### src/rtl/core/gdpt_pkg.sv
// Shared constants and types for the greedy distance point thinning block.
// No dependencies; imported by every module in rtl/core.
`timescale 1ns / 1ps

package gdpt_pkg;

	// default sizing, used as defaults by the top level parameters
	localparam int MAX_NODES_DEF  = 256;
	localparam int COORD_BITS_DEF = 16;

	// fixed field widths
	localparam int THR_W = 34;
	localparam int IDX_W = 8;

	// number of coordinate lanes per point
	localparam int AXES = 3;

	// status from the distance pipeline back to the controller
	typedef struct packed {
		logic busy;   // a compare is still in flight
		logic near;   // a stored node lies closer than the threshold
	} dist_status_t;

endpackage

### src/rtl/core/gdpt_dist.sv
// Squared-distance pipeline: difference, square, sum and threshold compare.
// Depends on gdpt_pkg for the status struct and threshold width.
`timescale 1ns / 1ps

module gdpt_dist #(
	parameter int COORD_BITS = 16,
	localparam int PW = gdpt_pkg::AXES * COORD_BITS
) (
	input  logic                      clk,
	input  logic                      arst_n,
	input  logic                      node_valid,
	input  logic [PW-1:0]             node,
	input  logic [PW-1:0]             point,
	input  logic [gdpt_pkg::THR_W-1:0] threshold,
	output gdpt_pkg::dist_status_t    status
);
	import gdpt_pkg::*;

	localparam int DW   = COORD_BITS + 1;
	localparam int SQW  = 2 * DW;
	localparam int SUMW = SQW + 2;
	localparam int CMPW = (SUMW > THR_W) ? SUMW : THR_W;

	logic signed [DW-1:0]  diff_s2 [AXES];
	logic [SQW-1:0]        sq_s3 [AXES];
	logic                  valid_s2;
	logic                  valid_s3;
	logic signed [SQW-1:0] prod [AXES];
	logic [SUMW-1:0]       sum;

	// per-axis difference, sign-extended by one bit so it cannot wrap
	always_ff @(posedge clk) begin
		for (int k = 0; k < AXES; k++) begin
			diff_s2[k] <= $signed({point[k*COORD_BITS + COORD_BITS-1],
			                       point[k*COORD_BITS +: COORD_BITS]})
			            - $signed({node[k*COORD_BITS + COORD_BITS-1],
			                       node[k*COORD_BITS +: COORD_BITS]});
		end
	end

	// square each axis
	always_comb begin
		for (int k = 0; k < AXES; k++) begin
			prod[k] = SQW'(diff_s2[k]) * SQW'(diff_s2[k]);
		end
	end

	always_ff @(posedge clk) begin
		for (int k = 0; k < AXES; k++) begin
			sq_s3[k] <= $unsigned(prod[k]);
		end
	end

	// advance the valid marks alongside the data
	always_ff @(posedge clk or negedge arst_n) begin
		if (!arst_n) begin
			valid_s2 <= 1'b0;
			valid_s3 <= 1'b0;
		end else begin
			valid_s2 <= node_valid;
			valid_s3 <= valid_s2;
		end
	end

	// full-width sum; it never wraps, so no saturation is needed
	assign sum = SUMW'(sq_s3[0]) + SUMW'(sq_s3[1]) + SUMW'(sq_s3[2]);

	assign status.near = valid_s3 && (CMPW'(sum) < CMPW'(threshold));
	assign status.busy = node_valid || valid_s2 || valid_s3;

endmodule

### config.mk
export PLATFORM = sky130hd
export DESIGN_NAME = gdpt_dist
export DESIGN_NICKNAME = d
export VERILOG_FILES = /design/src/rtl/core/gdpt_pkg.sv /design/src/rtl/core/gdpt_dist.sv
export SDC_FILE = /design/constraint.sdc
export NUM_CORES = 2
export LEC_CHECK = 0
export BUFFER_PORTS_ARGS = -buffer_cell sky130_fd_sc_hd__buf_2
export CAP_MARGIN = 40
export CORE_MARGIN = 10
export CORE_UTILIZATION = 45
export CTS_CLUSTER_SIZE = 10
export DETAILED_ROUTE_END_ITERATION = 6
export PLACE_DENSITY_LB_ADDON = 0.25
export SYNTH_ARGS = -nofsm -noshare
export SYNTH_HDL_FRONTEND = slang
export SYNTH_SLANG_ARGS = --single-unit
### constraint.sdc
create_clock -name clk -period 14.6 [get_ports clk]
set_input_delay 0.73 -clock clk [delete_from_list [all_inputs] [get_ports clk]]
set_output_delay 0.73 -clock clk [all_outputs]
set_load 0.01 [all_outputs]
==> results.txt <==
The run finished with clean final reports. The number of inserted diodes came out at 0. The die footprint is 97200 um^2. Among all flip-flop cells after synthesis, the most frequent one is sky130_fd_sc_hd__dfxtp_1. The starting utilization of the core area is 45.6%. The transition at the pin with the smallest max-transition slack is 893 ps. Setup repair after global routing left no endpoint under its margin. The total of flip-flops plus latches after synthesis is around 150. From synthesis to final layout, the design area changed by 6.70%. The delay of the slowest cell on the worst path came out at 610 ps. The portion of the clock cycle consumed by the worst path in the final layout came out at 53.2%. In this run the deepest clock path goes through 2 buffers. The total buffers and inverters traversed by the critical path came out at 1. The number of failing hold endpoints at the final stage came to 0.

The category of cells accounting for the largest share of critical-path delay is compound AO/OA/AOI/OAI gates. In this run the number of H-tree levels came out at 4. In this run the number of cells on the critical path is 28. The final design utilization is 48.7%.

The number of max-cap violations is 0. The count of placed standard cells including taps is 5327. The via count of the first global-routing pass came out at ~29000. In this run the critical register-to-register path is captured at sq_s3[0][100]$_DFF_P_.

The detailed router finished its first iteration with around 1300 violations. The worst setup path is launched from a flip-flop. The y dimension of the die is 312 um.

Measured along the x axis, the die boundary spans 312 um. The min-delay analysis places its worst path in the category input port to flip-flop. For this run, asynchronously set or reset flops after synthesis account for 1.32%. The count of TritonRoute iterations in the first routing pass came out at 5. Pin placement for this block handled 135 I/O pins. The worst register-to-register path has a setup slack of 7800 ps. For the worst setup path, the data required time is around 14000 ps.

The clock period minus final worst setup slack came out at between 7000 and 8000 ps. The fraction of final layout cells sized beyond drive strength 1 is 5.25%. The placement row count came out at 106. The remaining antenna violation count after routing came out at 0. In the final routed layout, each cell accounts on average for 15.7 um. In the final timing run, aggregate negative setup slack is 0 ps. The count of different cell masters after synthesis is 77. After clock tree synthesis, the setup repair step added 0 buffers. Entering global routing, the biggest net connects 27 pins. The area of the mapped netlist is 38300 um^2. The fill cell total of the finished layout is 8091. The clock net sink count is 152. The net count reported at finish is 5573. The count of synthesis-stage warnings from yosys came out at 0. TritonCTS built the clock tree. Dividing the detail-routed via count by the number of cells gives just under 5. The initial antenna violation count is 2.

Summing the sequential cell areas from Yosys gives 7.97% of the chip area. The critical-path maximum fanout is 5. The synthesized netlist cell count is 4112. The max-slew violation count is 0. The top achievable clock speed is 0.129 GHz. The weighted congestion at the end of routability-driven global placement is between 0.9 and 1. After legalization and detailed placement, the total HPWL measured 71.6 mm. For this run, design rule violations remaining after detail routing come to 0. For this run the aggregate overflow at the end of global routing stands at 0. During placement, the flow inserted port buffers numbering 134. In this run the most critical hold path is launched from node_valid.

The overall global routing resource usage is between 10% and 20%. The core region is between 80000 and 90000 um^2. The worst setup path startpoint is sq_s3[0][3]$_DFF_P_. The top cell types in the final layout, fill and taps aside, are 1048 x sky130_fd_sc_hd__inv_1, 819 x sky130_fd_sc_hd__fa_1, 408 x sky130_fd_sc_hd__ha_1, 313 x sky130_fd_sc_hd__nand2_1, 191 x sky130_fd_sc_hd__and2_1. Counting the buffers created by CTS gives 17.

The arrival time of the worst setup path came out at 7030 ps. The critical path ends at status[0]. The critical path start-end classification is flip-flop to output pin.

The pre-CTS setup slack came out at 7370 ps. The total nets after synthesis came out at about 5500. The setup slack of the critical path after layout came out at 6840 ps. Measured in cells, the most critical reg-to-reg path has a length of 20.

The mean instance size in the synthesized netlist came out at 9.31 um^2. The startpoint identified for the worst register-to-register timing path is diff_s2[0][37]$_DFF_P_. The root buffer cell is sky130_fd_sc_hd__clkbuf_16.

The detailed-route wire length is 84.1 mm. The clock slew seen by the registers of the worst setup and hold paths is about 70 ps. The number of vias after detailed routing is 26651. The clock latency of the later-clocked register in the worst-skew pair is 510 ps. Yosys mapped a number of flops with a built-in enable equal to 0. The worst clock skew is 22.6 ps. The first-pass GRT wire length came out at roughly 150 mm. The largest individual stage delay along the critical path comes from the cell sky130_fd_sc_hd__or4b_2. The library cell used most frequently in the layout, excluding fill and tap cells, is sky130_fd_sc_hd__inv_1. Setup violations remaining at the end of the flow were counted as 0. The finished layout holds 5360 standard cells, fillers aside. The worst-case headroom to the max-slew limit is 40.4%.

The worst setup path is captured at an output pin.
per-stage QoR:
stage,hold WS [ps],area [um^2]
2_1_floorplan,347,38300
3_3_place_gp,362,40200
3_5_place_dp,358,40200
4_1_cts,317,40900
5_1_grt,328,40900
6_report,347,40900
cell families after synthesis:
family,after synthesis,synth area share (%)
adders and majority gates,1227,56.1
buffers and inverters,1117,10.9
and+or+nand+nor,943,12.1
AOI/OAI and AO/OA,476,8.30
xor gates and xnor gates,194,4.44
DFF,152,7.97
muxes,3,0.0882
what timing repair did:
action,CTS,global route
endpoints found under the hold margin,2,0
hold buffers,1,0
gates resized for setup,0,0
endpoints found under the setup margin,0,0
synth_stat cells, drive strengths merged, types with 38 or more instances:
| cell type | n | area [um^2] |
|---|---|---|
| inv | 1048 | 3930 |
| fa | 819 | 16400 |
| ha | 408 | 5100 |
| nand2 | 313 | 1170 |
| and2 | 191 | 1190 |
| nor2 | 152 | 571 |
| dfxtp | 150 | 3000 |
| a21oi | 148 | 767 |
| xnor2 | 141 | 1230 |
| o21ai | 88 | 452 |
| a21o | 66 | 497 |
| clkbuf | 66 | 248 |
| nor3 | 62 | 310 |
| nand3 | 54 | 275 |
| xor2 | 53 | 464 |
| nand2b | 50 | 313 |
| nor2b | 38 | 238 |
state kept, by name (all words and copies together) (netlist names):
name / cells
sq_s3: 99
diff_s2: 51
valid_s2: 1
valid_s3: 1
worst min path at each step:
stage                     cells past startpoint  slack, ps                  end
after floorplan                               0        350  sq_s3[0][0]$_DFF_P_
after global placement                        0        360   valid_s3$_DFF_PN0_
after detailed placement                      0        360   valid_s3$_DFF_PN0_
after CTS                                     1        320   valid_s2$_DFF_PN0_
after global routing                          1        330   valid_s2$_DFF_PN0_
final                                         1        350   valid_s2$_DFF_PN0_
per-layer routing:
metal	global-route usage (%)	routed length (um)	vias to the layer above
met3	2.65	3130	49
met5	0	0	-
li1	-	-	12786
met4	3.09	886	0
met1	24.2	37700	13459
met2	31.9	42400	357
cell type report:
class	count	area [um^2]	area share, %
clock buffer	17	425	1.04
clock inverter	15	184	0.450
inverter	1051	3950	9.65
multi-input combinational	2843	31100	76.0
sequential	152	3050	7.47
tap	1134	1420	3.47
timing repair buffer	148	786	1.92
worst register-to-register path, delay by kind of cell, from the launching register on:
kind / cells / cell delay, ps
DFF: 1 / 880
buffers and inverters: 3 / 150
and+or+nand+nor: 6 / 1140
AOI/OAI and AO/OA: 3 / 860
xor gates and xnor gates: 1 / 150
adders and majority gates: 7 / 3500
Power is left out: the tool's default activity adds up to more than one toggle a clock period on the data nets, which glitch-free logic cannot reach.
